[src/rtl/tkvc_pkg.sv]
package tkvc_pkg;

    localparam int ENTRIES_DEF     = 16;
    localparam int KEY_BITS_DEF    = 64;
    localparam int VALUE_BYTES_DEF = 8;
    localparam logic [15:0] TTL_RESET = 16'd60;

    typedef enum logic [2:0] {
        KIND_GET   = 3'd0,
        KIND_PUT   = 3'd1,
        KIND_INVAL = 3'd2,
        KIND_TICK  = 3'd3,
        KIND_CLEAR = 3'd4
    } kind_t;

    typedef enum logic [2:0] {
        ST_IDLE,
        ST_SCAN,
        ST_WRITE,
        ST_OUT
    } state_t;

endpackage

[src/rtl/ttl_key_value_cache.sv]
// Fully associative key/value cache with age expiry. Each transaction on the
// s_axis side carries one operation (get, put, invalidate, tick, statistics
// reset) and yields exactly one result transaction on m_axis. Entries live in
// a synchronous memory with a registered read port; get, put and invalidate
// walk the slots one per cycle, ending early when a live matching key is
// found, while tick, statistics reset and over-long puts skip the walk. A new
// operation is accepted once the previous result has moved to the output
// register. Valid bits are flip-flops cleared by reset; the user must write the
// TTL register over the cfg channel only while the block is idle, which the
// block itself does not enforce.
module ttl_key_value_cache #(
    parameter int ENTRIES     = tkvc_pkg::ENTRIES_DEF,
    parameter int KEY_BITS    = tkvc_pkg::KEY_BITS_DEF,
    parameter int VALUE_BYTES = tkvc_pkg::VALUE_BYTES_DEF
) (
    input  logic         clk,
    input  logic         rst_n,
    input  logic         cfg_valid,
    output logic         cfg_ready,
    input  logic [15:0]  cfg_data,
    input  logic         s_axis_tvalid,
    output logic         s_axis_tready,
    // key[63:0], put_value[127:64], put_len[135:128], buffer_room[143:136]
    input  logic [143:0] s_axis_tdata,
    // kind[2:0]
    input  logic [2:0]   s_axis_tuser,
    output logic         m_axis_tvalid,
    input  logic         m_axis_tready,
    // hit[0], read_value[64:1], read_len[68:65], hit_count[100:69],
    // miss_count[132:101], put_count[164:133], invalidate_count[196:165]
    output logic [199:0] m_axis_tdata
);

    localparam int IW = (ENTRIES > 1) ? $clog2(ENTRIES) : 1;
    localparam int CW = $clog2(ENTRIES + 1);
    localparam int LW = 4;
    localparam int EW = KEY_BITS + 64 + LW + 32;

    tkvc_pkg::state_t state_reg, state_next;

    logic [EW-1:0]      mem [ENTRIES];
    logic [EW-1:0]      rd_reg;
    logic [ENTRIES-1:0] valid_reg, valid_next;

    logic [2:0]          kind_reg;
    logic [KEY_BITS-1:0] key_reg;
    logic [63:0]         pval_reg;
    logic [7:0]          plen_reg, room_reg;
    logic [15:0]         ttl_reg;
    logic [31:0]         now_reg, now_next;
    logic [31:0]         hits_reg, hits_next, miss_reg, miss_next;
    logic [31:0]         puts_reg, puts_next, invs_reg, invs_next;

    logic [CW-1:0] cnt_reg, cnt_next;
    logic          rd_live_reg, rd_live_next;
    logic [IW-1:0] rd_idx_reg, rd_idx_next;
    logic          found_reg, found_next, free_reg, free_next;
    logic [IW-1:0] found_idx_reg, found_idx_next, free_idx_reg, free_idx_next;
    logic [63:0]   fval_reg, fval_next;
    logic [LW-1:0] flen_reg, flen_next;

    logic          ov_reg, ov_next;
    logic [63:0]   ovval_reg, ovval_next;
    logic [LW-1:0] ovlen_reg, ovlen_next;

    logic          we;
    logic [IW-1:0] waddr;
    logic [EW-1:0] wdata;

    logic [KEY_BITS-1:0] e_key;
    logic [63:0]         e_val;
    logic [LW-1:0]       e_len;
    logic [31:0]         e_stamp;
    logic                e_exp;
    logic [63:0]         bmask;
    logic                accept;

    assign {e_stamp, e_len, e_val, e_key} = rd_reg;
    assign e_exp  = (now_reg - e_stamp) > {16'd0, ttl_reg};
    assign accept = s_axis_tvalid && s_axis_tready;
    assign s_axis_tready = (state_reg == tkvc_pkg::ST_IDLE);
    assign cfg_ready = 1'b1;

    always_comb
    begin
        bmask = '0;
        for (int b = 0; b < 8; b++)
        begin
            if (b < plen_reg)
            begin
                bmask[8*b +: 8] = 8'hFF;
            end
        end
    end

    always_ff @(posedge clk)
    begin
        if (we)
        begin
            mem[waddr] <= wdata;
        end
        rd_reg <= mem[rd_idx_next];
    end

    always_ff @(posedge clk or negedge rst_n)
    begin
        if (!rst_n)
        begin
            state_reg     <= tkvc_pkg::ST_IDLE;
            valid_reg     <= '0;
            ttl_reg       <= tkvc_pkg::TTL_RESET;
            now_reg       <= '0;
            hits_reg      <= '0;
            miss_reg      <= '0;
            puts_reg      <= '0;
            invs_reg      <= '0;
            cnt_reg       <= '0;
            rd_live_reg   <= 1'b0;
            rd_idx_reg    <= '0;
            found_reg     <= 1'b0;
            free_reg      <= 1'b0;
            found_idx_reg <= '0;
            free_idx_reg  <= '0;
            ov_reg        <= 1'b0;
        end
        else
        begin
            state_reg     <= state_next;
            valid_reg     <= valid_next;
            now_reg       <= now_next;
            hits_reg      <= hits_next;
            miss_reg      <= miss_next;
            puts_reg      <= puts_next;
            invs_reg      <= invs_next;
            cnt_reg       <= cnt_next;
            rd_live_reg   <= rd_live_next;
            rd_idx_reg    <= rd_idx_next;
            found_reg     <= found_next;
            free_reg      <= free_next;
            found_idx_reg <= found_idx_next;
            free_idx_reg  <= free_idx_next;
            ov_reg        <= ov_next;
            if (cfg_valid && cfg_ready)
            begin
                ttl_reg <= cfg_data;
            end
        end
    end

    always_ff @(posedge clk)
    begin
        if (accept)
        begin
            kind_reg <= s_axis_tuser;
            key_reg  <= s_axis_tdata[KEY_BITS-1:0];
            pval_reg <= s_axis_tdata[127:64];
            plen_reg <= s_axis_tdata[135:128];
            room_reg <= s_axis_tdata[143:136];
        end
        fval_reg  <= fval_next;
        flen_reg  <= flen_next;
        ovval_reg <= ovval_next;
        ovlen_reg <= ovlen_next;
    end

    always_comb
    begin
        state_next     = state_reg;
        valid_next     = valid_reg;
        now_next       = now_reg;
        hits_next      = hits_reg;
        miss_next      = miss_reg;
        puts_next      = puts_reg;
        invs_next      = invs_reg;
        cnt_next       = cnt_reg;
        rd_live_next   = 1'b0;
        rd_idx_next    = rd_idx_reg;
        found_next     = found_reg;
        free_next      = free_reg;
        found_idx_next = found_idx_reg;
        free_idx_next  = free_idx_reg;
        fval_next      = fval_reg;
        flen_next      = flen_reg;
        ov_next        = ov_reg;
        ovval_next     = ovval_reg;
        ovlen_next     = ovlen_reg;
        we             = 1'b0;
        waddr          = found_reg ? found_idx_reg : (free_reg ? free_idx_reg : '0);
        wdata          = {now_reg, plen_reg[LW-1:0], pval_reg & bmask, key_reg};
        case (state_reg)
            tkvc_pkg::ST_IDLE:
            begin
                if (accept)
                begin
                    cnt_next    = '0;
                    rd_idx_next = '0;
                    found_next  = 1'b0;
                    free_next   = 1'b0;
                    fval_next   = '0;
                    flen_next   = '0;
                    state_next  = tkvc_pkg::ST_OUT;
                    case (s_axis_tuser)
                        tkvc_pkg::KIND_GET, tkvc_pkg::KIND_INVAL:
                        begin
                            state_next   = tkvc_pkg::ST_SCAN;
                            rd_live_next = 1'b1;
                        end
                        tkvc_pkg::KIND_PUT:
                        begin
                            if (s_axis_tdata[135:128] <= 8'(VALUE_BYTES))
                            begin
                                state_next   = tkvc_pkg::ST_SCAN;
                                rd_live_next = 1'b1;
                            end
                        end
                        tkvc_pkg::KIND_TICK:
                        begin
                            now_next = now_reg + 32'd1;
                        end
                        tkvc_pkg::KIND_CLEAR:
                        begin
                            hits_next = '0;
                            miss_next = '0;
                            puts_next = '0;
                            invs_next = '0;
                        end
                        default:
                        begin
                        end
                    endcase
                end
            end
            tkvc_pkg::ST_SCAN:
            begin
                if (rd_live_reg && !found_reg)
                begin
                    if (valid_reg[rd_idx_reg] && e_exp)
                    begin
                        valid_next[rd_idx_reg] = 1'b0;
                    end
                    if (!valid_reg[rd_idx_reg] || e_exp)
                    begin
                        if (!free_reg)
                        begin
                            free_next     = 1'b1;
                            free_idx_next = rd_idx_reg;
                        end
                    end
                    else if (e_key == key_reg)
                    begin
                        found_next     = 1'b1;
                        found_idx_next = rd_idx_reg;
                        fval_next      = e_val;
                        flen_next      = e_len;
                    end
                end
                if (rd_live_reg && !found_next && (cnt_reg + CW'(1)) < CW'(ENTRIES))
                begin
                    cnt_next     = cnt_reg + CW'(1);
                    rd_idx_next  = cnt_next[IW-1:0];
                    rd_live_next = 1'b1;
                end
                else
                begin
                    state_next = tkvc_pkg::ST_WRITE;
                end
            end
            tkvc_pkg::ST_WRITE:
            begin
                state_next = tkvc_pkg::ST_OUT;
                case (kind_reg)
                    tkvc_pkg::KIND_GET:
                    begin
                        if (found_reg && ({4'd0, flen_reg} <= room_reg))
                        begin
                            hits_next = hits_reg + 32'd1;
                        end
                        else
                        begin
                            found_next = 1'b0;
                            miss_next  = miss_reg + 32'd1;
                        end
                    end
                    tkvc_pkg::KIND_PUT:
                    begin
                        we                = 1'b1;
                        valid_next[waddr] = 1'b1;
                        puts_next         = puts_reg + 32'd1;
                        found_next        = 1'b0;
                    end
                    default:
                    begin
                        if (found_reg)
                        begin
                            valid_next[found_idx_reg] = 1'b0;
                        end
                        invs_next  = invs_reg + 32'd1;
                        found_next = 1'b0;
                    end
                endcase
            end
            tkvc_pkg::ST_OUT:
            begin
                if (!ov_reg || m_axis_tready)
                begin
                    ov_next    = 1'b1;
                    ovval_next = found_reg ? fval_reg : '0;
                    ovlen_next = found_reg ? flen_reg : '0;
                    state_next = tkvc_pkg::ST_IDLE;
                end
            end
            default:
            begin
                state_next = tkvc_pkg::ST_IDLE;
            end
        endcase
        if (ov_reg && m_axis_tready && !(state_reg == tkvc_pkg::ST_OUT))
        begin
            ov_next = 1'b0;
        end
    end

    logic [31:0] oh_reg, om_reg, op_reg, oi_reg;
    logic        ohit_reg;

    always_ff @(posedge clk)
    begin
        if (state_reg == tkvc_pkg::ST_OUT && (!ov_reg || m_axis_tready))
        begin
            ohit_reg <= found_reg;
            oh_reg   <= hits_reg;
            om_reg   <= miss_reg;
            op_reg   <= puts_reg;
            oi_reg   <= invs_reg;
        end
    end

    assign m_axis_tvalid = ov_reg;
    assign m_axis_tdata  = {3'd0, oi_reg, op_reg, om_reg, oh_reg, ovlen_reg, ovval_reg,
                            ohit_reg};

`ifndef SYNTHESIS
    a_busy_not_ready: assert property (@(posedge clk) disable iff (!rst_n)
        (state_reg != tkvc_pkg::ST_IDLE) |-> !s_axis_tready)
        else $error("Input accepted while busy.");
    a_out_hold: assert property (@(posedge clk) disable iff (!rst_n)
        (m_axis_tvalid && !m_axis_tready) |=> $stable(m_axis_tdata))
        else $error("Result changed while stalled.");
    a_write_only_put: assert property (@(posedge clk) disable iff (!rst_n)
        we |-> (state_reg == tkvc_pkg::ST_WRITE && kind_reg == tkvc_pkg::KIND_PUT))
        else $error("Memory write outside put.");
    a_one_count: assert property (@(posedge clk) disable iff (!rst_n)
        (state_reg == tkvc_pkg::ST_WRITE && kind_reg == tkvc_pkg::KIND_GET)
        |=> ($countones({hits_reg != $past(hits_reg), miss_reg != $past(miss_reg)}) == 1))
        else $error("Get must update exactly one counter.");
`endif

endmodule
[config.mk]
export PLATFORM = sky130hd
export DESIGN_NAME = ttl_key_value_cache
export DESIGN_NICKNAME = d
export VERILOG_FILES = /design/src/rtl/tkvc_pkg.sv /design/src/rtl/ttl_key_value_cache.sv
export SDC_FILE = /design/constraint.sdc
export NUM_CORES = 2
export LEC_CHECK = 0
export ABC_AREA = 1
export BUFFER_PORTS_ARGS = -buffer_cell sky130_fd_sc_hd__buf_2
export CAP_MARGIN = 10
export CELL_PAD_IN_SITES_DETAIL_PLACEMENT = 0
export CELL_PAD_IN_SITES_GLOBAL_PLACEMENT = 1
export CORE_MARGIN = 2
export CORE_UTILIZATION = 52
export CTS_BUF_LIST = sky130_fd_sc_hd__clkbuf_4
export CTS_CLUSTER_DIAMETER = 50
export DETAILED_ROUTE_END_ITERATION = 8
export PLACE_DENSITY = 0.79
export SETUP_SLACK_MARGIN = 0.4
export SLEW_MARGIN = 20
export SYNTH_ARGS = -nofsm -noshare
export SYNTH_HDL_FRONTEND = slang
export SYNTH_SLANG_ARGS = --single-unit
export TNS_END_PERCENT = 20
[constraint.sdc]
create_clock -name clk -period 19.35 [get_ports clk]
set_input_delay 0.9675 -clock clk [delete_from_list [all_inputs] [get_ports clk]]
set_output_delay 0.9675 -clock clk [all_outputs]
set_load 0.01 [all_outputs]
# ---- Yosys cells after proc, flatten, opt, wreduce, memory -nomap -nowiden
# Memory sizes are Yosys's and may differ from the RTL's. A register that Yosys moved wholly into a read port is not among the register bits.
# Index checks and enable logic that the tools add are counted.
dict set report op_classes {
  mul 0
  muxes 80
  order_cmp 18
  bitwise 8
  reduce_logical 45
  div 0
  shift 0
  addsub 7
  eq_ne 27
}
# op count
set ops {}
lappend ops {{$mux 32} 8}
lappend ops {{$mux 64} 4}
lappend ops {{$pmux 32 s2} 4}
lappend ops {{$add 32x1->32 const B} 5}
lappend ops {{$pmux 64 s2} 1}
lappend ops {{$and 64x64->64} 1}
lappend ops {{$eq 64x64->1} 1}
lappend ops {{$mux 8} 8}
lappend ops {{$pmux 16 s2} 2}
lappend ops {{$mux 16} 3}
lappend ops {{$and 16x16->16} 2}
lappend ops {{$gt 32x16->1} 1}
lappend ops {{$lt 3x8->1 const A} 4}
lappend ops {{$mux 4} 8}
lappend ops {{$not 16->16} 2}
lappend ops {{$sub 32x32->32} 1}
lappend ops {{$ne 2x2->1 const B} 14}
lappend ops {{$mux 1} 23}
lappend ops {{$reduce_and 4->1} 5}
lappend ops {{$reduce_and 5->1} 4}
lappend ops {{$lt 1x8->1 const A} 2}
lappend ops {{$lt 2x8->1 const A} 2}
lappend ops {{$or 16x16->16} 1}
lappend ops {{$pmux 4 s2} 2}
lappend ops {{31 further kinds} 77}
dict set report word_totals {
  regBits 628
  output_inout_bits 203
  mem_count 1
  latch_bits 0
  input_bits 168
  ram_bits 2624
  romBits 0
  wordCells 216
}
# memory words width rd rd_clocked_by_memory_dff write_ports line_no
set mem_list {}
lappend mem_list {mem 16 164 1 1 1 ttl_key_value_cache.sv:41} ;# logic [EW-1:0] mem [ENTRIES];

# ---- Depth between registers and ports, before layout
dict set report depth {
  word_depth 12
  ltp_mapped 36
  ltp_nobuf 33
}

# ---- Worst setup path before layout
# OpenSTA, ideal clock, no wires.
dict set report synth_path {
  kind {register -> register}
  startpoint {reg found_reg}
  endpoint {reg valid_reg[6]}
  synth_period_minus_slack_ps 13480
  path_stages_with_launch 10
  slack_ps 5870
  t_arrival_ps 13355
  path_buffers 1
  t_required_ps 19225
  setup_ps 125
  cell_sequence {dfrtp_1 clkbuf_1 nor2_1 a22oi_1 inv_1 nor2_1 inv_1 nor3_1 o211ai_1 o21ai_1}
}
dict set report synth_between {
  elab_chain_cells 8
  word_cells_on_any_way 14
  cone_classes {order compare (2); eq/ne (2); mux (5); bitwise (1); reduce/logical (4)}
}
# element line_no
set synth_rtl {}
lappend synth_rtl {{start: declaration} ttl_key_value_cache.sv:57} ;# logic found_reg, found_next, free_reg, free_next;
lappend synth_rtl {{start signal: assignment} ttl_key_value_cache.sv:138} ;# found_reg <= found_next;
lappend synth_rtl {{$mux 4} ttl_key_value_cache.sv:188} ;# waddr = found_reg ? found_idx_reg : (free_reg ? free_idx_reg : '0);
lappend synth_rtl {{$lt 4x5->1 (implied by the code) / $ge 4x1->1 (equally long branches)} ttl_key_value_cache.sv:287} ;# valid_next[waddr] = 1'b1;
lappend synth_rtl {{$logic_and 1x1->1 (implied by the code)} ttl_key_value_cache.sv:287}
lappend synth_rtl {{$mux 1 (implied by the code)} ttl_key_value_cache.sv:287}
lappend synth_rtl {{$demux 1 s4} ttl_key_value_cache.sv:287}
lappend synth_rtl {{$or 16x16->16 (no source line)} n/a}
lappend synth_rtl {{$pmux 16 s2} ttl_key_value_cache.sv:271} ;# case (kind_reg)
lappend synth_rtl {{$pmux 16 s2} ttl_key_value_cache.sv:190} ;# case (state_reg)
lappend synth_rtl {{end signal: assignment} ttl_key_value_cache.sv:129} ;# valid_reg <= valid_next;
lappend synth_rtl {{end: declaration} ttl_key_value_cache.sv:43} ;# logic [ENTRIES-1:0] valid_reg, valid_next;
# Parallel ways exist; a longest one is shown, timed or not.
# A chain may end at the register's enable or synchronous reset.

# ---- Final worst setup path
dict set report layout_path {
  startpoint {reg now_reg[5]}
  endpoint {reg rd_reg[47], read port of mem}
}
dict set report layout_between {
  elab_chain_cells 11
}
# element line_no
set layout_rtl {}
lappend layout_rtl {{start: declaration} ttl_key_value_cache.sv:50} ;# logic [31:0] now_reg, now_next;
lappend layout_rtl {{start signal: assignment} ttl_key_value_cache.sv:130} ;# now_reg <= now_next;
lappend layout_rtl {{$sub 32x32->32} ttl_key_value_cache.sv:79} ;# assign e_exp = (now_reg - e_stamp) > {16'd0, ttl_reg};
lappend layout_rtl {{$gt 32x16->1} ttl_key_value_cache.sv:79}
lappend layout_rtl {{$logic_or 1x1->1} ttl_key_value_cache.sv:241} ;# if (!valid_reg[rd_idx_reg] || e_exp)
lappend layout_rtl {{$mux 1} ttl_key_value_cache.sv:241}
lappend layout_rtl {{$mux 1} ttl_key_value_cache.sv:235} ;# if (rd_live_reg && !found_reg)
lappend layout_rtl {{$mux 1} ttl_key_value_cache.sv:190}
lappend layout_rtl {{$logic_not 1->1} ttl_key_value_cache.sv:257} ;# if (rd_live_reg && !found_next && (cnt_reg + CW'(1)) < CW'(ENTRIES))
lappend layout_rtl {{$logic_and 1x1->1 (2 in a row)} ttl_key_value_cache.sv:257}
lappend layout_rtl {{$mux 4} ttl_key_value_cache.sv:257}
lappend layout_rtl {{$pmux 4 s2} ttl_key_value_cache.sv:190}
lappend layout_rtl {{end: declaration} ttl_key_value_cache.sv:42} ;# logic [EW-1:0] rd_reg;
# Every way passes these cells. The select of a mux whose other input is x is not followed.

==> reports/metrics.yaml <==
run_status:
  status: "finished clean"
placed_design:
  dp_slack_ns: 10.37
  hpwl_um: 198000
  port_buffers: 366
  placed_cells: 17100
  routabilityCongestion: 0.871
global_route:
  antenna_found_initial: 13
  grt_pass1_vias: 102000
  globalRouteOverflowTotal: 0
  track_usage: 0.278
  grt_max_degree: 217
  grt_pass1_wl_um: 612000
clock_tree:
  clock-sinks: 3415
  path_clk_slew_ns: 0.07
  cts_resized: 0
  cts_buffer_depth: 4
  cts.hold.buffers_added: 295
  cts_max_level: 6
  cts_tree: "yes"
  numCtsBuffers: 851
  root_buffer: "clkbuf_4"
  clk_latency_ns: 1.63
  cts_setup_buffers: 0
routing:
  routed_via_density: 5.47
  first_iter_violations: 10200
  dr.pass1.iters: 6
  wire_per_inst_um: 21.2
  dr_total_vias: 104000
  drc: 0
  antenna_left: 0
  routed_wl_um: 404000
die:
  fp.dieW_um: 536
  die-height_um: 536
  core.rowCount: 195
  start_util: 0.523
  core_um2: 282000
  num_io_pins: 371
  dieArea_um2: 288000
critical_path:
  slowest_delay_ns: 0.95
  worstPathArrival_ns: 10.09
  r2r-start: "now_reg[5]$_DFFE_PN0P_"
  cpMostUsedCell: "nand2_1"
  end_kind: "flop"
  worstPathRequired_ns: 20.83
  cp-start-kind: "flop"
  rr_endpoint: "rd_reg[47]$_DFF_P_"
  ff2ff_setup_slack_ns: 10.73
  path_max_fanout: 155
  worstSetupPathType: "reg2reg"
  r2r_cells: 31
  critPathSlowestCell: "nand2_8"
timing:
  final.min_clock_period_ns: 8.62
  fmax_mhz: 116
  rsz0062_at_grt: "false"
  fin_ws_ns: 10.73
  period_share: 0.445
  slew_headroom: 0.167
  timing.setup.tns_ns: 0
  hold_viol_final: 0
  drv_slew: 0
  worstMarginPinSlew_ns: 1.25
  fin_worst_skew_ns: 0.159
  setup_viol: 0
pwr:
  power_uw: 18800
  power.density_nw_per_um2: 113
  p_leak_uw: 0.0703
  ir_drop_mv: 0.184
synthesis:
  synth_area_per_cell_um2: 10.8
  yosysSeqAreaShare: 0.677
  synthCells: 13600
  synth_edf_count: 3036
  synthDistinctLibCells: 57
  postSynth.asyncResetShare: 0.0630
  yosys_most_used_dff: "edfxtp_1"
  ys_ff_latch: 3415
  yosysWarnings: 0
  syn-cell-area_um2: 147000
final_layout:
  layout.cells.non_filler: 19000
  mostFrequentLayoutCells: "3036 x edfxtp_1, 3031 x nand3_1, 2561 x inv_1"
  largest_register_ffs: 2624
  drive_gt1_frac: 0.130
  area.growth.synth_to_final_pct: 13.2
  final_common_cell: "edfxtp_1"
  final_util: 0.592
  finish.net_count: 14800
worst_hold_path:
  hp-class: "in2reg"
  holdPathStages: 2
  hold_end: "key_reg[6]$_DFFE_PP_"
  worstHoldStart: "s_axis_tdata[6]"
job:
  max-cap-violations: 0
==> per-stage QoR <==
| step | area [um2] | hold WS [ns] |
|---|---|---|
| floorplan | 147000 | 0.425 |
| global placement | 152000 | 0.435 |
| detailed placement | 152000 | 0.433 |
| CTS | 167000 | 0.00101 |
| global route | 167000 | 0.0449 |
| finish | 167000 | 0.164 |
==> cells in the mapped netlist (5+ instances only) <==
| cell type | n | area [um2] |
|---|---|---|
| o21ai_0 | 99 | 495 |
| buf_1 | 53 | 199 |
| nor2_2 | 5 | 31.3 |
| buf_4 | 8 | 60.1 |
| nor4_1 | 53 | 332 |
| xor2_1 | 112 | 981 |
| a21oi_1 | 105 | 526 |
| buf_2 | 363 | 1820 |
| ha_1 | 61 | 763 |
| inv_2 | 9 | 33.8 |
| clkbuf_1 | 316 | 1190 |
| a31oi_1 | 11 | 68.8 |
| nand4_1 | 56 | 350 |
| o21a_1 | 10 | 75.1 |
| o211ai_1 | 9 | 67.6 |
| o22ai_1 | 14 | 87.6 |
| xnor2_1 | 27 | 236 |
| o21ai_1 | 8 | 40.0 |
| dfrtp_1 | 211 | 5280 |
| nand2_1 | 2174 | 8160 |
| nor2_1 | 264 | 991 |
| nand3b_1 | 658 | 4940 |
| inv_1 | 2562 | 9620 |
| o31ai_1 | 36 | 270 |
| nand2_2 | 6 | 37.5 |
| nor3b_1 | 9 | 67.6 |
| nor4_2 | 5 | 62.6 |
| nor3_1 | 102 | 510 |
| edfxtp_1 | 3036 | 91200 |
| dfxtp_1 | 164 | 3280 |
| nand3_1 | 3031 | 15200 |
==> kinds of logic after synthesis <==
kind of cell    after synthesis  synth area share
mux                           2          0.000153
simple gates               6384             0.209
buf+inv                    3315            0.0877
flops                      3415             0.677
xor+xnor                    139           0.00826
compound gates              312            0.0122
fa+ha+maj                    62           0.00531
other cells                   2         0.0000509
==> power breakdown <==
part	leakage [uW]	internal [uW]	switching, uW	total [uW]
sequential	0.0318	8710	328	9040
clock	0.00687	3340	2960	6300
combinational	0.0317	837	2670	3500
total	0.0703	12900	5960	18800
==> worst max-delay path by stage <==
| stage | depth (start not counted) | slack (ns) | from | to |
|---|---|---|---|---|
| 6_report | 31 | 10.73 | now_reg[5]$_DFFE_PN0P_ | rd_reg[47]$_DFF_P_ |
| 5_1_grt | 33 | 9.89 | now_reg[0]$_DFFE_PN0P_ | rd_reg[4]$_DFF_P_ |
| 4_1_cts | 33 | 10.35 | now_reg[0]$_DFFE_PN0P_ | rd_reg[47]$_DFF_P_ |
| 3_5_place_dp | 33 | 10.37 | now_reg[0]$_DFFE_PN0P_ | rd_reg[47]$_DFF_P_ |
| 3_3_place_gp | 33 | 10.61 | now_reg[0]$_DFFE_PN0P_ | rd_reg[4]$_DFF_P_ |
| 2_1_floorplan | 9 | 5.87 | found_reg$_DFFE_PN0P_ | valid_reg[6]$_DFFE_PN0P_ |
==> worst max-delay path: cells and delay by family (launching register included) <==
kind / cells / cell delay (ns)
compound gates: 1 / 0.14
flops: 1 / 0.85
fa+ha+maj: 2 / 0.72
simple gates: 22 / 3.68
buf+inv: 5 / 2.68
xor+xnor: 1 / 0.16
==> metal layers <==
| layer | wire length (um) | track usage |
|---|---|---|
| met1 | 169000 | 0.384 |
| met2 | 190000 | 0.452 |
| met3 | 34300 | 0.0442 |
| met4 | 10100 | 0.0872 |
| met5 | 58 | 0 |
==> area by class of cell <==
type                    count  area, um2
fillers                 23600     115000
inverters                2574       9700
well taps                3743       4680
flip-flops and latches   3415      99800
diodes                     11       27.5
repair buffers            808       6180
clock inverters           294       1840
clock buffers            1300       9760
multi-input cells        6903      34900
Note: power is estimated with default switching activity, not from simulation.
